===== config.mk =====
export PLATFORM = sky130hd
export DESIGN_NAME = rc_command_line_decoder
export DESIGN_NICKNAME = d
export VERILOG_FILES = /design/src/design/rcld_pkg.sv /design/src/design/rc_command_line_decoder.sv /design/src/design/rcld_front.sv /design/src/design/rcld_fifo.sv /design/src/design/rcld_back.sv
export SDC_FILE = /design/constraint.sdc
export NUM_CORES = 1
export LEC_CHECK = 0
export BUFFER_PORTS_ARGS = -buffer_cell sky130_fd_sc_hd__buf_2
export CORE_MARGIN = 3
export CORE_UTILIZATION = 54
export CTS_CLUSTER_SIZE = 20
export DETAILED_ROUTE_END_ITERATION = 16
export PLACE_DENSITY = 0.74
export SKIP_CTS_REPAIR_TIMING = 1
export SLEW_MARGIN = 20
export SYNTH_ARGS = -nofsm -noshare
export SYNTH_HDL_FRONTEND = slang
export SYNTH_HIERARCHICAL = 1
export SYNTH_SLANG_ARGS = --single-unit
export TNS_END_PERCENT = 50

===== constraint.sdc =====
create_clock -name clk -period 10.6 [get_ports clk]
set_input_delay 1.59 -clock clk [delete_from_list [all_inputs] [get_ports clk]]
set_output_delay 1.59 -clock clk [all_outputs]
set_load 0.05 [all_outputs]

===== src/design/rcld_pkg.sv =====
package rcld_pkg;

  // Input operation codes.
  typedef enum logic [1:0] {
    OP_BYTE = 2'd0,
    OP_EOL  = 2'd1,
    OP_TICK = 2'd2,
    OP_NONE = 2'd3
  } op_t;

  // Actuator codes of the output writes.
  localparam logic [2:0] ACT_FWD    = 3'd0;
  localparam logic [2:0] ACT_BACK   = 3'd1;
  localparam logic [2:0] ACT_LEFT   = 3'd2;
  localparam logic [2:0] ACT_RIGHT  = 3'd3;
  localparam logic [2:0] ACT_ESC    = 3'd4;
  localparam logic [2:0] ACT_SERVO1 = 3'd5;
  localparam logic [2:0] ACT_SERVO2 = 3'd6;

  // Configuration register indexes.
  localparam logic CFG_TIMEOUT = 1'b0;
  localparam logic CFG_PULSE   = 1'b1;

  localparam logic [15:0] TIMEOUT_RESET = 16'd500;
  localparam logic [11:0] PULSE_RESET   = 12'd1500;
  localparam int          TICK_BITS_DEFAULT = 16;

  // Command queue between the decoder and the write sequencer.
  localparam int QUEUE_DEPTH = 4;
  localparam int QUEUE_AW    = $clog2(QUEUE_DEPTH);

  // Characters the decoder looks for.
  localparam logic [7:0] CH_F     = 8'h66;
  localparam logic [7:0] CH_B     = 8'h62;
  localparam logic [7:0] CH_S     = 8'h73;
  localparam logic [7:0] CH_L     = 8'h6C;
  localparam logic [7:0] CH_R     = 8'h72;
  localparam logic [7:0] CH_C     = 8'h63;
  localparam logic [7:0] CH_COLON = 8'h3A;
  localparam logic [7:0] CH_PLUS  = 8'h2B;
  localparam logic [7:0] CH_MINUS = 8'h2D;
  localparam logic [7:0] CH_ZERO  = 8'h30;
  localparam logic [7:0] CH_NINE  = 8'h39;
  localparam logic [7:0] CH_SPACE = 8'h20;
  localparam logic [7:0] CH_TAB   = 8'h09;
  localparam logic [7:0] CH_CR    = 8'h0D;
  localparam logic [7:0] CH_NUL   = 8'h00;

  localparam logic [31:0] MAG_CAP = 32'h8000_0000;
  localparam logic [31:0] POS_MAX = 32'h7FFF_FFFF;

  // Number parser phase.
  typedef enum logic [1:0] {
    PH_SKIP   = 2'd0,
    PH_DIGITS = 2'd1,
    PH_DONE   = 2'd2
  } phase_t;

  // Kind of command handed to the write sequencer.
  typedef enum logic [1:0] {
    CMD_SWITCH   = 2'd0,
    CMD_SET      = 2'd1,
    CMD_FAILSAFE = 2'd2
  } cmd_kind_t;

  // A switch command writes act_a = 0, then act_b = bit_b.
  // A set command writes act_a = value.
  typedef struct packed {
    cmd_kind_t   kind;
    logic [2:0]  act_a;
    logic [2:0]  act_b;
    logic        bit_b;
    logic [31:0] value;
  } cmd_t;

  // Result of looking up a one-byte command.
  typedef struct packed {
    logic       hit;
    logic [2:0] act_a;
    logic [2:0] act_b;
    logic       bit_b;
  } sw_entry_t;

  function automatic sw_entry_t switch_lookup(input logic [7:0] c);
    sw_entry_t e;
    e = '0;
    case (c)
      CH_F: e = '{1'b1, ACT_BACK, ACT_FWD, 1'b1};
      CH_B: e = '{1'b1, ACT_FWD, ACT_BACK, 1'b1};
      CH_S: e = '{1'b1, ACT_FWD, ACT_BACK, 1'b0};
      CH_L: e = '{1'b1, ACT_RIGHT, ACT_LEFT, 1'b1};
      CH_R: e = '{1'b1, ACT_LEFT, ACT_RIGHT, 1'b1};
      CH_C: e = '{1'b1, ACT_LEFT, ACT_RIGHT, 1'b0};
      default: e = '0;
    endcase
    return e;
  endfunction

  // Name table: SERVO1, SERVO2, ESC.
  function automatic logic [4:0] name_size(input logic [1:0] k);
    logic [4:0] n;
    case (k)
      2'd0: n = 5'd6;
      2'd1: n = 5'd6;
      2'd2: n = 5'd3;
      default: n = 5'd0;
    endcase
    return n;
  endfunction

  function automatic logic [7:0] name_char(input logic [1:0] k, input logic [4:0] pos);
    logic [7:0] c;
    c = CH_NUL;
    case (pos)
      5'd0: c = (k == 2'd2) ? 8'h45 : 8'h53;  // E / S
      5'd1: c = (k == 2'd2) ? 8'h53 : 8'h45;  // S / E
      5'd2: c = (k == 2'd2) ? 8'h43 : 8'h52;  // C / R
      5'd3: c = 8'h56;                        // V
      5'd4: c = 8'h4F;                        // O
      5'd5: c = (k == 2'd1) ? 8'h32 : 8'h31;  // 2 / 1
      default: c = CH_NUL;
    endcase
    return c;
  endfunction

endpackage


===== src/design/rc_command_line_decoder.sv =====
// Remote-control command line decoder with a contact-lost watchdog. One input transaction
// (line byte, end of line or millisecond tick) is taken every clock cycle while the
// four-entry command queue has room. End of line turns a one-byte command into two
// switch writes, or a NAME:NUMBER line into one esc or servo write; a tick past the
// timeout yields seven failsafe writes. The write sequencer drives one output
// transaction per cycle while out_stall is low, and in_stall rises only once the queue
// fills behind a failsafe run. Configuration must be written through cfg_write/cfg_index/
// cfg_data only while no transaction is in flight; the block itself does not enforce this.
module rc_command_line_decoder #(
  parameter int TICK_COUNT_BITS = rcld_pkg::TICK_BITS_DEFAULT
) (
  input  logic               clk,
  input  logic               rst,
  input  logic               in_valid,
  output logic               in_stall,
  input  logic [1:0]         op,
  input  logic [7:0]         char_in,
  output logic               out_valid,
  input  logic               out_stall,
  output logic [2:0]         actuator,
  output logic signed [31:0] level,
  output logic               last,
  input  logic               cfg_write,
  input  logic               cfg_index,
  input  logic [15:0]        cfg_data
);
  import rcld_pkg::*;

  logic [15:0] timeout_ticks;
  logic [11:0] failsafe_pulse;
  logic        push, pop, full, empty;
  cmd_t        push_cmd, head;

  // Configuration registers.
  always_ff @(posedge clk) begin
    if (rst) begin
      timeout_ticks  <= TIMEOUT_RESET;
      failsafe_pulse <= PULSE_RESET;
    end else if (cfg_write) begin
      case (cfg_index)
        CFG_TIMEOUT: timeout_ticks  <= cfg_data;
        CFG_PULSE:   failsafe_pulse <= cfg_data[11:0];
        default:     timeout_ticks  <= timeout_ticks;
      endcase
    end
  end

  // Line decoder and watchdog.
  rcld_front #(
    .TICK_COUNT_BITS(TICK_COUNT_BITS)
  ) u_front (
    .clk          (clk),
    .rst          (rst),
    .in_valid     (in_valid),
    .in_stall     (in_stall),
    .op           (op),
    .char_in      (char_in),
    .timeout_ticks(timeout_ticks),
    .queue_full   (full),
    .push         (push),
    .push_cmd     (push_cmd)
  );

  // Command queue.
  rcld_fifo u_fifo (
    .clk     (clk),
    .rst     (rst),
    .push    (push),
    .push_cmd(push_cmd),
    .pop     (pop),
    .full    (full),
    .empty   (empty),
    .head    (head)
  );

  // Write sequencer.
  rcld_back u_back (
    .clk           (clk),
    .rst           (rst),
    .empty         (empty),
    .head          (head),
    .pop           (pop),
    .failsafe_pulse(failsafe_pulse),
    .out_valid     (out_valid),
    .out_stall     (out_stall),
    .actuator      (actuator),
    .level         (level),
    .last          (last)
  );

endmodule


===== src/design/rcld_front.sv =====
module rcld_front #(
  parameter int TICK_COUNT_BITS = rcld_pkg::TICK_BITS_DEFAULT
) (
  input  logic              clk,
  input  logic              rst,
  input  logic              in_valid,
  output logic              in_stall,
  input  logic [1:0]        op,
  input  logic [7:0]        char_in,
  input  logic [15:0]       timeout_ticks,
  input  logic              queue_full,
  output logic              push,
  output rcld_pkg::cmd_t    push_cmd
);
  import rcld_pkg::*;

  localparam int CW = (TICK_COUNT_BITS > 16) ? TICK_COUNT_BITS : 16;

  logic [TICK_COUNT_BITS-1:0] elapsed_ticks, elapsed_ticks_next;
  logic [1:0]  byte_count, byte_count_next;
  logic [7:0]  first_char, first_char_next;
  logic        colon_seen, colon_seen_next;
  logic [4:0]  name_pos, name_pos_next;
  logic        name_ended, name_ended_next;
  logic [2:0]  name_candidates, name_candidates_next;
  phase_t      number_phase, number_phase_next;
  logic        number_negative, number_negative_next;
  logic [31:0] number_magnitude, number_magnitude_next;

  logic        accept;
  logic        is_digit, is_space;
  logic [35:0] mag_times_ten;
  logic [31:0] mag_acc;
  logic [31:0] level_value;
  logic [TICK_COUNT_BITS-1:0] elapsed_inc;
  sw_entry_t   sw;

  assign in_stall = queue_full;
  assign accept   = in_valid && !in_stall;

  // Byte classes and the decimal accumulate step, saturating at the cap.
  always_comb begin
    is_digit = (char_in >= CH_ZERO) && (char_in <= CH_NINE);
    is_space = (char_in == CH_SPACE) || ((char_in >= CH_TAB) && (char_in <= CH_CR));
    mag_times_ten = {1'b0, number_magnitude, 3'b000} + {3'b000, number_magnitude, 1'b0}
                  + {32'd0, char_in[3:0]};
    mag_acc = (mag_times_ten > {4'd0, MAG_CAP}) ? MAG_CAP : mag_times_ten[31:0];
    level_value = number_negative ? (32'd0 - number_magnitude)
                : ((number_magnitude >= MAG_CAP) ? POS_MAX : number_magnitude);
    elapsed_inc = (&elapsed_ticks) ? elapsed_ticks : elapsed_ticks + 1'b1;
    sw = switch_lookup(first_char);
  end

  // Line state update and command generation.
  always_comb begin
    elapsed_ticks_next    = elapsed_ticks;
    byte_count_next       = byte_count;
    first_char_next       = first_char;
    colon_seen_next       = colon_seen;
    name_pos_next         = name_pos;
    name_ended_next       = name_ended;
    name_candidates_next  = name_candidates;
    number_phase_next     = number_phase;
    number_negative_next  = number_negative;
    number_magnitude_next = number_magnitude;
    push                  = 1'b0;
    push_cmd              = '0;

    if (accept) begin
      case (op_t'(op))
        OP_BYTE: begin
          if (byte_count == 2'd0) first_char_next = char_in;
          if (byte_count != 2'd2) byte_count_next = byte_count + 2'd1;
          if (colon_seen) begin
            // Number part: atoi style.
            case (number_phase)
              PH_SKIP: begin
                if (is_space) begin
                  number_phase_next = PH_SKIP;
                end else if (char_in == CH_PLUS) begin
                  number_phase_next = PH_DIGITS;
                end else if (char_in == CH_MINUS) begin
                  number_negative_next = 1'b1;
                  number_phase_next    = PH_DIGITS;
                end else if (is_digit) begin
                  number_phase_next     = PH_DIGITS;
                  number_magnitude_next = mag_acc;
                end else begin
                  number_phase_next = PH_DONE;
                end
              end
              PH_DIGITS: begin
                if (is_digit) number_magnitude_next = mag_acc;
                else number_phase_next = PH_DONE;
              end
              default: number_phase_next = number_phase;
            endcase
          end else if (char_in == CH_COLON) begin
            colon_seen_next = 1'b1;
            for (int k = 0; k < 3; k++) begin
              if (name_size(2'(k)) != name_pos) name_candidates_next[k] = 1'b0;
            end
          end else if (!name_ended) begin
            if (char_in == CH_NUL) begin
              name_ended_next = 1'b1;
            end else begin
              for (int k = 0; k < 3; k++) begin
                if ((name_pos >= name_size(2'(k))) || (name_char(2'(k), name_pos) != char_in))
                  name_candidates_next[k] = 1'b0;
              end
              if (name_pos != 5'd31) name_pos_next = name_pos + 5'd1;
            end
          end
        end
        OP_EOL: begin
          if (byte_count != 2'd0) begin
            elapsed_ticks_next = '0;
            if (byte_count == 2'd1) begin
              push           = sw.hit;
              push_cmd.kind  = CMD_SWITCH;
              push_cmd.act_a = sw.act_a;
              push_cmd.act_b = sw.act_b;
              push_cmd.bit_b = sw.bit_b;
            end else if (colon_seen) begin
              push           = |name_candidates;
              push_cmd.kind  = CMD_SET;
              push_cmd.value = level_value;
              push_cmd.act_a = name_candidates[0] ? ACT_SERVO1
                             : (name_candidates[1] ? ACT_SERVO2 : ACT_ESC);
            end
            // Start a fresh line.
            byte_count_next       = 2'd0;
            first_char_next       = '0;
            colon_seen_next       = 1'b0;
            name_pos_next         = '0;
            name_ended_next       = 1'b0;
            name_candidates_next  = 3'b111;
            number_phase_next     = PH_SKIP;
            number_negative_next  = 1'b0;
            number_magnitude_next = '0;
          end
        end
        OP_TICK: begin
          elapsed_ticks_next = elapsed_inc;
          push          = CW'(elapsed_inc) > CW'(timeout_ticks);
          push_cmd.kind = CMD_FAILSAFE;
        end
        default: begin
          push = 1'b0;
        end
      endcase
    end
  end

  // State registers.
  always_ff @(posedge clk) begin
    if (rst) begin
      elapsed_ticks    <= '0;
      byte_count       <= '0;
      first_char       <= '0;
      colon_seen       <= 1'b0;
      name_pos         <= '0;
      name_ended       <= 1'b0;
      name_candidates  <= 3'b111;
      number_phase     <= PH_SKIP;
      number_negative  <= 1'b0;
      number_magnitude <= '0;
    end else begin
      elapsed_ticks    <= elapsed_ticks_next;
      byte_count       <= byte_count_next;
      first_char       <= first_char_next;
      colon_seen       <= colon_seen_next;
      name_pos         <= name_pos_next;
      name_ended       <= name_ended_next;
      name_candidates  <= name_candidates_next;
      number_phase     <= number_phase_next;
      number_negative  <= number_negative_next;
      number_magnitude <= number_magnitude_next;
    end
  end

endmodule


===== src/design/rcld_fifo.sv =====
module rcld_fifo (
  input  logic           clk,
  input  logic           rst,
  input  logic           push,
  input  rcld_pkg::cmd_t push_cmd,
  input  logic           pop,
  output logic           full,
  output logic           empty,
  output rcld_pkg::cmd_t head
);
  import rcld_pkg::*;

  cmd_t              entries [QUEUE_DEPTH];
  logic [QUEUE_AW-1:0] wr_ptr, rd_ptr;
  logic [QUEUE_AW:0]   count;
  logic                do_push, do_pop;

  assign full    = (count == (QUEUE_AW + 1)'(QUEUE_DEPTH));
  assign empty   = (count == '0);
  assign head    = entries[rd_ptr];
  assign do_push = push && !full;
  assign do_pop  = pop && !empty;

  // Command storage.
  always_ff @(posedge clk) begin
    if (do_push) entries[wr_ptr] <= push_cmd;
  end

  // Pointers and fill count.
  always_ff @(posedge clk) begin
    if (rst) begin
      wr_ptr <= '0;
      rd_ptr <= '0;
      count  <= '0;
    end else begin
      if (do_push) wr_ptr <= wr_ptr + 1'b1;
      if (do_pop) rd_ptr <= rd_ptr + 1'b1;
      if (do_push && !do_pop) count <= count + 1'b1;
      else if (!do_push && do_pop) count <= count - 1'b1;
    end
  end

endmodule


===== src/design/rcld_back.sv =====
module rcld_back (
  input  logic               clk,
  input  logic               rst,
  input  logic               empty,
  input  rcld_pkg::cmd_t     head,
  output logic               pop,
  input  logic [11:0]        failsafe_pulse,
  output logic               out_valid,
  input  logic               out_stall,
  output logic [2:0]         actuator,
  output logic signed [31:0] level,
  output logic               last
);
  import rcld_pkg::*;

  logic [2:0]  step, step_next;
  logic        load;
  logic [2:0]  w_act;
  logic [31:0] w_level;
  logic        w_last;

  // The output register can take a new write when it is empty or being drained.
  assign load = !out_valid || !out_stall;
  assign pop  = load && !empty && w_last;

  // Expand the head command into its current write.
  always_comb begin
    w_act   = head.act_a;
    w_level = '0;
    w_last  = 1'b1;
    case (head.kind)
      CMD_SWITCH: begin
        if (step == 3'd0) begin
          w_act  = head.act_a;
          w_last = 1'b0;
        end else begin
          w_act   = head.act_b;
          w_level = {31'd0, head.bit_b};
        end
      end
      CMD_SET: begin
        w_level = head.value;
      end
      CMD_FAILSAFE: begin
        w_act   = step;
        w_level = (step >= ACT_SERVO1) ? {20'd0, failsafe_pulse} : 32'd0;
        w_last  = (step == ACT_SERVO2);
      end
      default: begin
        w_last = 1'b1;
      end
    endcase
    step_next = w_last ? 3'd0 : step + 3'd1;
  end

  // Write counter and output valid.
  always_ff @(posedge clk) begin
    if (rst) begin
      step      <= '0;
      out_valid <= 1'b0;
    end else if (load) begin
      out_valid <= !empty;
      if (!empty) step <= step_next;
    end
  end

  // Output payload register.
  always_ff @(posedge clk) begin
    if (load && !empty) begin
      actuator <= w_act;
      level    <= w_level;
      last     <= w_last;
    end
  end

endmodule

==> flow_summary.toml, run 1 <==
[final_layout]
layout.nets = 1689
fin_util_pct = 59.9
stdcell_count = 1973
final_area_um2 = 18400
area_delta_synth_final_pct = 8.87
drive_gt1_share_pct = 12.8
antennaDiodeCount = 0

[die]
die_y_um = 183
core-area_um2 = 30700
io_pins = 70
die_area_um2 = 33400
start_util_pct = 55.0
rows = 64
die_w_um = 183

[clocking]
cts_buffers = 31
cts.clk_slew.worst_paths_ns = 0.06
clk_path_buf_depth = 3
htreeDepth = 1
clockRootBuffer = "clkbuf_16"
clock_sinks = 312
clk_latency_ns = 0.55
cts_tree = "yes"

[pwr]
comb_power_share_pct = 3.7
p_per_area_nw_per_um2 = 135
power.share.clock_pct = 44.1
intPower_uw = 1950
leakage_uw = 0.00665
swShare_pct = 21.1
vdd_drop_max_mv = 0.110
power.net_switching_uw = 522
seq_power_share_pct = 52.2

[logic_synthesis]
ys_ff_latch = 312
synthesis.area_um2 = 16900
ys_types = 85
syn_avg_cell_area_um2 = 11.0
yosysSeqAreaShare_pct = 48.9
synth_top_cell_area_share_pct = 35.6
synth-edff-count = 200
synthTopCellsByArea = "edfxtp_1 36%, dfxtp_1 13%, ha_1 7.6%, mux4_2 5.3%, a21oi_1 2.8%"
syn_inst = 1527
synthFlopType = "edfxtp_1"
yosys_warnings = 6
async_flop_share_pct = 0
synth_top_cell_by_area = "edfxtp_1"
synthesis.nets = 1664

[timing]
setup_violations = 0
report.final.slew_viol_count = 0
layout_min_cycle_time_ns = 5.84
tns_ns = 0
maxSlewHeadroom_pct = 28.0
rsz0062_at_grt = "no"
worst_pin_slew_ns = 1.07
fin_hold_ws_ns = 0.473
fmax_mhz = 171
hold_viol_final = 0
fin_crit_sh_pct = 55.1
worst_clock_skew_ns = 0.0108

[hold_path]
min_path_type = "flop to flop"
holdPathEnd = "timeout_ticks[11]"
min_delay_path_depth = 2
min-delay-start = "timeout_ticks[11]"

[worst_setup_path]
end_kind = "flop"
regToRegEndpoint = "u_fifo/count[2]"
rr_worst_depth = 25
worst-endpoint-required_ns = 11.07
cp.arrival_ns = 6.32
start_kind = "flop"
rr_startpoint = "u_front/elapsed_ticks[3]"
critPathMaxFanout = 8
r2r_slack_ns = 4.76
critPathKind = "flop to flop"

[placed_design]
io_buffers = 69
dp_cells = 1915
hpwl_um = 25700
post_dp_cell_area_um2 = 17300
place.gp.congestion = 0.875

[routing]
post_drt_via_cell_ratio = 6.17
drt_iter0_markers = 1322
remaining_drc_errors = 0
first_pass_iters = 5
postRouteAntennaNets = 0
dr_total_vias = 12169
wire_per_inst_um = 18.9
wirelength_um = 37400

[global_route]
grt_pass1_vias = 11621
grt_first_pass_wirelength_um = 61100
grt_max_degree = 76
grt_usage_pct = 22.1
antenna_found_initial = 0
overflow = 0

[flow_run]
maxCapViolCount = 0

[outcome]
status = "complete, no violations"
[synthesized netlist by cell type, drive strengths merged (35+ instances only)]
cell,number
edfxtp,200
nor2,123
dfxtp,112
ha,102
nand2,102
a21oi,95
o21ai,76
clkbuf,62
inv,56
mux4,41
xnor2,40
nor3,35
[placed cells by master (no fill, tap or decap), types with 7 or more instances in the layout]
cell type  instances
nand3_1           25
o21bai_1           7
a21oi_1           95
nand2b_1          33
o21ai_0           67
nor3b_1            9
and2_1            27
edfxtp_1         200
o211ai_1           7
nor4_1            11
mux2i_1           20
a22o_1             7
clkbuf_16         31
inv_1             56
a311oi_1          12
a21o_1            28
ha_1             102
o41ai_1           22
nand2_1          101
a22oi_1           11
nor2_1           123
xor2_1            23
a211oi_1          12
buf_4             11
buf_2             69
or3_1             12
o21a_1             9
xnor2_1           40
mux4_2            40
dfxtp_1          110
o31a_1             7
a31oi_1           19
nand4_1           19
nor3_1            34
o21ai_1            9
nor2b_1           21
[critical path, cell delays in order, from the launching register on]
cell      delay, ns
dfxtp_1        0.42
and4_1         0.28
and4_1         0.26
nand4_1        0.17
nor3_1         0.70
nor2_1         0.28
nand4_1        0.22
xnor2_1        0.14
ha_1           0.27
a21o_1         0.18
a21o_1         0.18
a21o_1         0.17
a21o_1         0.17
a21o_1         0.17
a21o_1         0.17
a221oi_1       0.38
o22ai_1        0.14
and3_1         0.20
inv_1          0.08
nor2_1         0.11
ha_1           0.27
inv_1          0.08
fa_1           0.18
xor2_1         0.07
or3_1          0.32
a21oi_1        0.15
[per-layer routing]
layer  vias up  track usage (%)  share of wire (%)
met4         0             4.72                1.8
met5         -                0                  0
met1      5912             32.7                 47
met3        61             1.98                5.4
li1       5794                -                  -
met2       402             36.0                 46
[flip-flops by register name, indices dropped and copies added, names as in the netlist, named ones only]
register	cells
u_fifo/entries	164
u_back/level	32
u_front/number_magnitude	32
timeout_ticks	16
u_front/elapsed_ticks	16
failsafe_pulse	12
u_front/first_char	8
u_front/name_pos	5
u_back/actuator	3
u_back/step	3
u_fifo/count	3
u_front/name_candidates	3
u_fifo/rd_ptr	2
u_fifo/wr_ptr	2
u_front/byte_count	2
u_front/number_phase	2
u_back/last	1
u_back/out_valid	1
u_front/colon_seen	1
u_front/name_ended	1
u_front/number_negative	1
[worst max-delay path by stage]
stage	slack [ns]	end	cells past startpoint	start
after global placement	4.61	u_front/number_magnitude[30]	14	char_in[3]
after floorplan	5.54	u_fifo/entries[0][0]	20	u_front/elapsed_ticks[5]
after global routing	4.33	u_fifo/count[2]	25	u_front/elapsed_ticks[3]
final	4.76	u_fifo/count[2]	25	u_front/elapsed_ticks[3]
after CTS	4.86	u_fifo/count[2]	25	u_front/elapsed_ticks[3]
after detailed placement	4.44	u_front/number_magnitude[30]	14	char_in[3]
[power by group through the flow]
stage | Combinational, µW | Clock (µW) | Sequential (µW)
floorplan | 66.3 | 0 | 1320
global placement | 86.8 | 0 | 1320
detailed placement | 89.1 | 0 | 1320
CTS | 89.7 | 1110 | 1290
global route | 101 | 1150 | 1290
finish | 91.0 | 1090 | 1290
[through the flow]
step	worst slack, ns	total power, µW
6_report	4.76	2480
2_1_floorplan	5.54	1380
3_5_place_dp	4.44	1410
3_3_place_gp	4.61	1410
5_1_grt	4.33	2550
4_1_cts	4.86	2490
[layout make-up]
cell class | instances | area, µm²
clock buffers | 36 | 795
well taps | 396 | 495
repair buffers | 80 | 428
inverters | 56 | 210
clock inverters | 22 | 226
fillers | 2482 | 12300
flip-flops and latches | 312 | 8250
multi-input cells | 1071 | 7960
[kinds of logic (layout without fill, tap and decap cells)]
kind of cell,Yosys count,in the layout,synth area share [%]
multiplexers,63,63,6.82
buffers and inverters,144,194,4.00
XOR/XNOR,63,63,3.27
AND/OR/NAND/NOR,472,472,14.6
adder cells (fa/ha/maj),105,105,7.92
flip-flops,312,312,48.9
other,1,1,0.0222
AO/OA/AOI/OAI,367,367,14.4
No activity file was read; power rests on OpenSTA's default activity.
==> run 2, diff against run 1 <==
==> constraint.sdc (replaced) <==
create_clock -name clk -period 6 [get_ports clk]
set_input_delay 0.9 -clock clk [delete_from_list [all_inputs] [get_ports clk]]
set_output_delay 0.9 -clock clk [all_outputs]
set_load 0.05 [all_outputs]
==> run 2 against run 1 <==
Against the previous run: first-iteration DRC count shrank 19%; sequential power up 77%; clock-buffer cell count fell by 2; worst setup slack worse by 4.1 ns; cell area is essentially flat; via count is 1.4% lower; fmax up 8.5%; global-route usage decreased by 0.64 points; routed wire length fell by 3.3%; sequential share of layout area is essentially flat; non-clock buffer count increased by 3; final cell count increased by 0.10%; largest power group unchanged.
==> flow_summary.toml, run 2 (synthesized netlist as in run 1, its figures left out) <==
[worst_setup_path]
critPathKind = "flop to flop"
slowest_stage = "a221oi_1"
path_depth = 26
worst-endpoint-required_ns = 6.47
rr_worst_depth = 26
cp_slowest_stage_delay_ns = 0.40
end_kind = "flop"
crit_path_frequent_cell = "a21o_1"
critical-path-top-delay-family = "simple AND/OR/NAND/NOR gates"
start_kind = "flop"
path_buf_inv = 3
critPathMaxFanout = 8
cp.arrival_ns = 5.85

[final_layout]
layout_common_cells = "200 x edfxtp_1, 123 x nor2_1, 110 x dfxtp_1"
final_area_um2 = 18400
largest_reg_flops = 164
largest_register = "u_fifo/entries"
antennaDiodeCount = 0
drive_gt1_share_pct = 12.6
reg_top3 = "u_fifo/entries: 164 flops, u_back/level: 32 flops, u_front/number_magnitude: 32 flops"
area_delta_synth_final_pct = 8.88
final_common_cell = "edfxtp_1"
layout.nets = 1692

[clocking]
clockRootBuffer = "clkbuf_16"
clock_sinks = 312
cts_tree = "yes"
cts_buffers = 31
cts.clk_slew.worst_paths_ns = 0.06
clk_latency_ns = 0.55
clk_path_buf_depth = 3
htreeDepth = 1

[global_route]
grt_first_pass_wirelength_um = 59300
grt_pass1_vias = 11485
grt_max_degree = 42
grt_usage_pct = 21.5
overflow = 0
antenna_found_initial = 0

[timing]
fin_hold_ws_ns = 0.473
hold_viol_final = 0
worst_clock_skew_ns = 0.0189
rsz0062_at_grt = "no"
fin_crit_sh_pct = 89.7
layout_min_cycle_time_ns = 5.38
report.final.slew_viol_count = 0
fmax_mhz = 186
tns_ns = 0
setup_violations = 0
worst_pin_slew_ns = 1.10
maxSlewHeadroom_pct = 26.9

[placed_design]
io_buffers = 69
post_dp_cell_area_um2 = 17400
place.gp.congestion = 0.852
hpwl_um = 25400

[die]
die_area_um2 = 33400
rows = 64
die_y_um = 183
start_util_pct = 55.0
io_pins = 70
die_w_um = 183
core-area_um2 = 30700

[routing]
drt_iter0_markers = 1065
post_drt_via_cell_ratio = 6.07
remaining_drc_errors = 0
first_pass_iters = 5
postRouteAntennaNets = 0
wire_per_inst_um = 18.3
dr_total_vias = 11996
wirelength_um = 36100

[pwr]
p_per_area_nw_per_um2 = 236
vdd_drop_max_mv = 0.160
leakage_uw = 0.00665

[outcome]
status = "complete, no violations"

[flow_run]
maxCapViolCount = 0

[hold_path]
min_path_type = "flop to flop"
min_delay_path_depth = 2
==> run 2: routing by layer <==
metal  wire length [µm]  vias up  GRT usage, %
met3               1970       50          2.52
met4                622        0          4.91
met1              16600     5828          31.1
met2              16900      326          35.0
met5                  0        -             0
li1                   -     5792             -
==> run 2: path summary, 6_finish.rpt <==
kind                       startpoint                end  slack [ns]
max reg2reg  u_front/elapsed_ticks[5]    u_fifo/count[2]        0.62
min                 timeout_ticks[12]  timeout_ticks[12]        0.47
min reg2reg         timeout_ticks[12]  timeout_ticks[12]        0.47
max          u_front/elapsed_ticks[5]    u_fifo/count[2]        0.62
==> run 2: tightest hold or removal path, stage by stage (launching register included) <==
cell	delay (ns)
dfxtp_1	0.31
nand2b_1	0.07
o21ai_1	0.05
==> run 2: per-stage QoR <==
| step | setup slack [ns] | utilization (%) | instances | total power, µW |
|---|---|---|---|---|
| 6_report | 0.617 | 59.9 | 1975 | 4340 |
| 3_3_place_gp | 0.918 | 56.6 | 1918 | 2480 |
| 4_1_cts | 0.635 | 59.9 | 1975 | 4370 |
| 2_1_floorplan | 0.938 | - | 1527 | 2440 |
| 5_1_grt | 0.180 | 59.9 | 1975 | 4480 |
| 3_5_place_dp | 0.695 | 56.6 | 1918 | 2490 |
==> run 2: report_power, final <==
group | leakage (µW) | total (µW) | internal, µW | switching (µW)
logic | 0.00359 | 159 | 57.2 | 102
clock network | 0.000474 | 1890 | 1110 | 781
registers | 0.00258 | 2280 | 2270 | 12.0
==> run 2: final cells by class <==
class,count,area [µm²]
Clock buffer,34,787
Clock inverter,23,220
Fill cell,2422,12300
Inverter,56,210
Multi-Input combinational cell,1071,7950
Sequential cell,312,8250
Tap cell,396,495
Timing Repair Buffer,83,450
==> run 3, diff against run 2 <==
--- a/config.mk
+++ b/config.mk
@@ -6,6 +6,7 @@
 export NUM_CORES = 1
 export LEC_CHECK = 0
 export BUFFER_PORTS_ARGS = -buffer_cell sky130_fd_sc_hd__buf_2
+export CORE_ASPECT_RATIO = 1.2
 export CORE_MARGIN = 3
 export CORE_UTILIZATION = 54
 export CTS_CLUSTER_SIZE = 20
==> run 3 against run 2 <==
Against the previous run: final cell count is 0.35% lower; first-iteration DRC count is 4.6% lower; worst hold slack worse by 0.0053 ns; power fell by 2.4%; non-clock buffer count is the same; sequential cell count stayed put; register-to-register slack improved by 0.15 ns; sequential power about the same.
==> flow_summary.toml, run 3 (synthesized netlist as in run 1, its figures left out) <==
[hold_path]
min_path_type = "flop to flop"

[placed_design]
hpwl_um = 25300
place.gp.congestion = 0.895
io_buffers = 69

[pwr]
p_total_uw = 4230
vdd_drop_max_mv = 0.220
intPower_uw = 3340
seq_power_share_pct = 53.9
comb_power_share_pct = 3.8
swShare_pct = 21.0
power.share.clock_pct = 42.3
leakage_uw = 0.00663
p_per_area_nw_per_um2 = 231
power.net_switching_uw = 890

[worst_setup_path]
critPathKind = "flop to flop"
end_kind = "flop"
rr_worst_depth = 26
regToRegEndpoint = "u_fifo/count[2]"
cp_slowest_stage_delay_ns = 0.36
rr_startpoint = "u_front/elapsed_ticks[5]"
worst-endpoint-required_ns = 6.48
slowest_stage = "dfxtp_1"
critPathMaxFanout = 8
r2r_slack_ns = 0.77
crit_path_frequent_cell = "a21o_1"
critPathLaunch = "u_front/elapsed_ticks[5]"
cp-endpoint = "u_fifo/count[2]"
start_kind = "flop"
cp.arrival_ns = 5.71

[routing]
first_pass_iters = 5
post_drt_via_cell_ratio = 6.14
dr_total_vias = 12075
wire_per_inst_um = 19.0
wirelength_um = 37400
drt_iter0_markers = 1016
postRouteAntennaNets = 0
remaining_drc_errors = 0

[timing]
fmax_mhz = 191
setup_violations = 0
hold_viol_final = 0
fin_crit_sh_pct = 87.2
tns_ns = 0
fin_hold_ws_ns = 0.468
maxSlewHeadroom_pct = 25.2
report.final.slew_viol_count = 0
rsz0062_at_grt = "no"
worst_pin_slew_ns = 1.12
layout_min_cycle_time_ns = 5.23
worst_clock_skew_ns = 0.0138

[final_layout]
final-seq-area_um2 = 8250
largest_reg_flops = 164
largest_register = "u_fifo/entries"
antennaDiodeCount = 0
multi_input_area_um2 = 7970
layout_common_cells = "200 x edfxtp_1, 123 x nor2_1, 110 x dfxtp_1"
drive_gt1_share_pct = 12.5
reg_top3 = "u_fifo/entries: 164 flops, u_back/level: 32 flops, u_front/number_magnitude: 32 flops"
layout.nets = 1690
final_common_cell = "edfxtp_1"
area_delta_synth_final_pct = 8.46
fill_cells = 2463

[die]
core-area_um2 = 30700
die_y_um = 200
die_area_um2 = 33400
start_util_pct = 55.0
io_pins = 70
die_w_um = 167
rows = 70

[global_route]
use_met2_pct = 39.7
antenna_found_initial = 0
use_met3_pct = 2.30
grt_max_degree = 82
grt_usage_pct = 22.1
grt_first_pass_wirelength_um = 60800
busiest_layer = "met2"
grt_pass1_vias = 11832
overflow = 0
grt_util_met1_pct = 27.8

[clocking]
cts_buffers = 29
clk_path_buf_depth = 3
clock_sinks = 312
cts_tree = "yes"
clk_latency_ns = 0.57
clockRootBuffer = "clkbuf_16"
cts.clk_slew.worst_paths_ns = 0.06
htreeDepth = 1

[outcome]
status = "complete, no violations"

[flow_run]
maxCapViolCount = 0
[run 3: power by group through the flow]
stage	clock, µW	sequential [µW]	combinational (µW)
2_1_floorplan	0	2330	117
3_3_place_gp	0	2330	155
3_5_place_dp	0	2330	158
4_1_cts	1820	2280	160
5_1_grt	1890	2280	180
6_report	1790	2280	161
[run 3: stage by stage]
stage	instances	setup slack (ns)	cell area (µm²)	utilization, %
3_3_place_gp	1918	0.962	17400	56.6
5_1_grt	1968	0.400	18300	59.7
2_1_floorplan	1527	0.938	16900	-
4_1_cts	1968	0.836	18300	59.6
3_5_place_dp	1918	0.863	17400	56.6
6_report	1968	0.769	18300	59.7
[run 3: how the worst min path moves through the flow]
stage / from / cells after the start / slack [ns] / end
2_1_floorplan: failsafe_pulse[10] / 1 / 0.44 / failsafe_pulse[10]
3_3_place_gp: failsafe_pulse[3] / 1 / 0.45 / failsafe_pulse[3]
3_5_place_dp: timeout_ticks[3] / 2 / 0.46 / timeout_ticks[3]
4_1_cts: timeout_ticks[15] / 2 / 0.47 / timeout_ticks[15]
5_1_grt: timeout_ticks[15] / 2 / 0.49 / timeout_ticks[15]
6_report: timeout_ticks[3] / 2 / 0.47 / timeout_ticks[3]
[run 3: cell type report]
cell class                 instances  share of cell area, %
clock inverter                    17                  0.937
sequential                       312                   45.1
multi-input combinational       1071                   43.6
timing repair buffer              83                   2.46
tap                              396                   2.71
clock buffer                      33                   4.05
inverter                          56                   1.15
[run 3: metal layers]
| layer | wire length (µm) | vias up |
|---|---|---|
| met1 | 15400 | 5848 |
| li1 | - | 5796 |
| met3 | 1720 | 78 |
| met4 | 1220 | 0 |
| met2 | 19100 | 353 |
| met5 | 0 | - |
[run 3: critical path: cells and delay by family (launching register included)]
kind / cells / cell delay, ns
AND/OR/NAND/NOR: 9 / 1.84
buffers and inverters: 3 / 0.32
XOR/XNOR: 2 / 0.26
flip-flops: 1 / 0.36
AO/OA/AOI/OAI: 9 / 1.63
adder cells (fa/ha/maj): 3 / 0.75
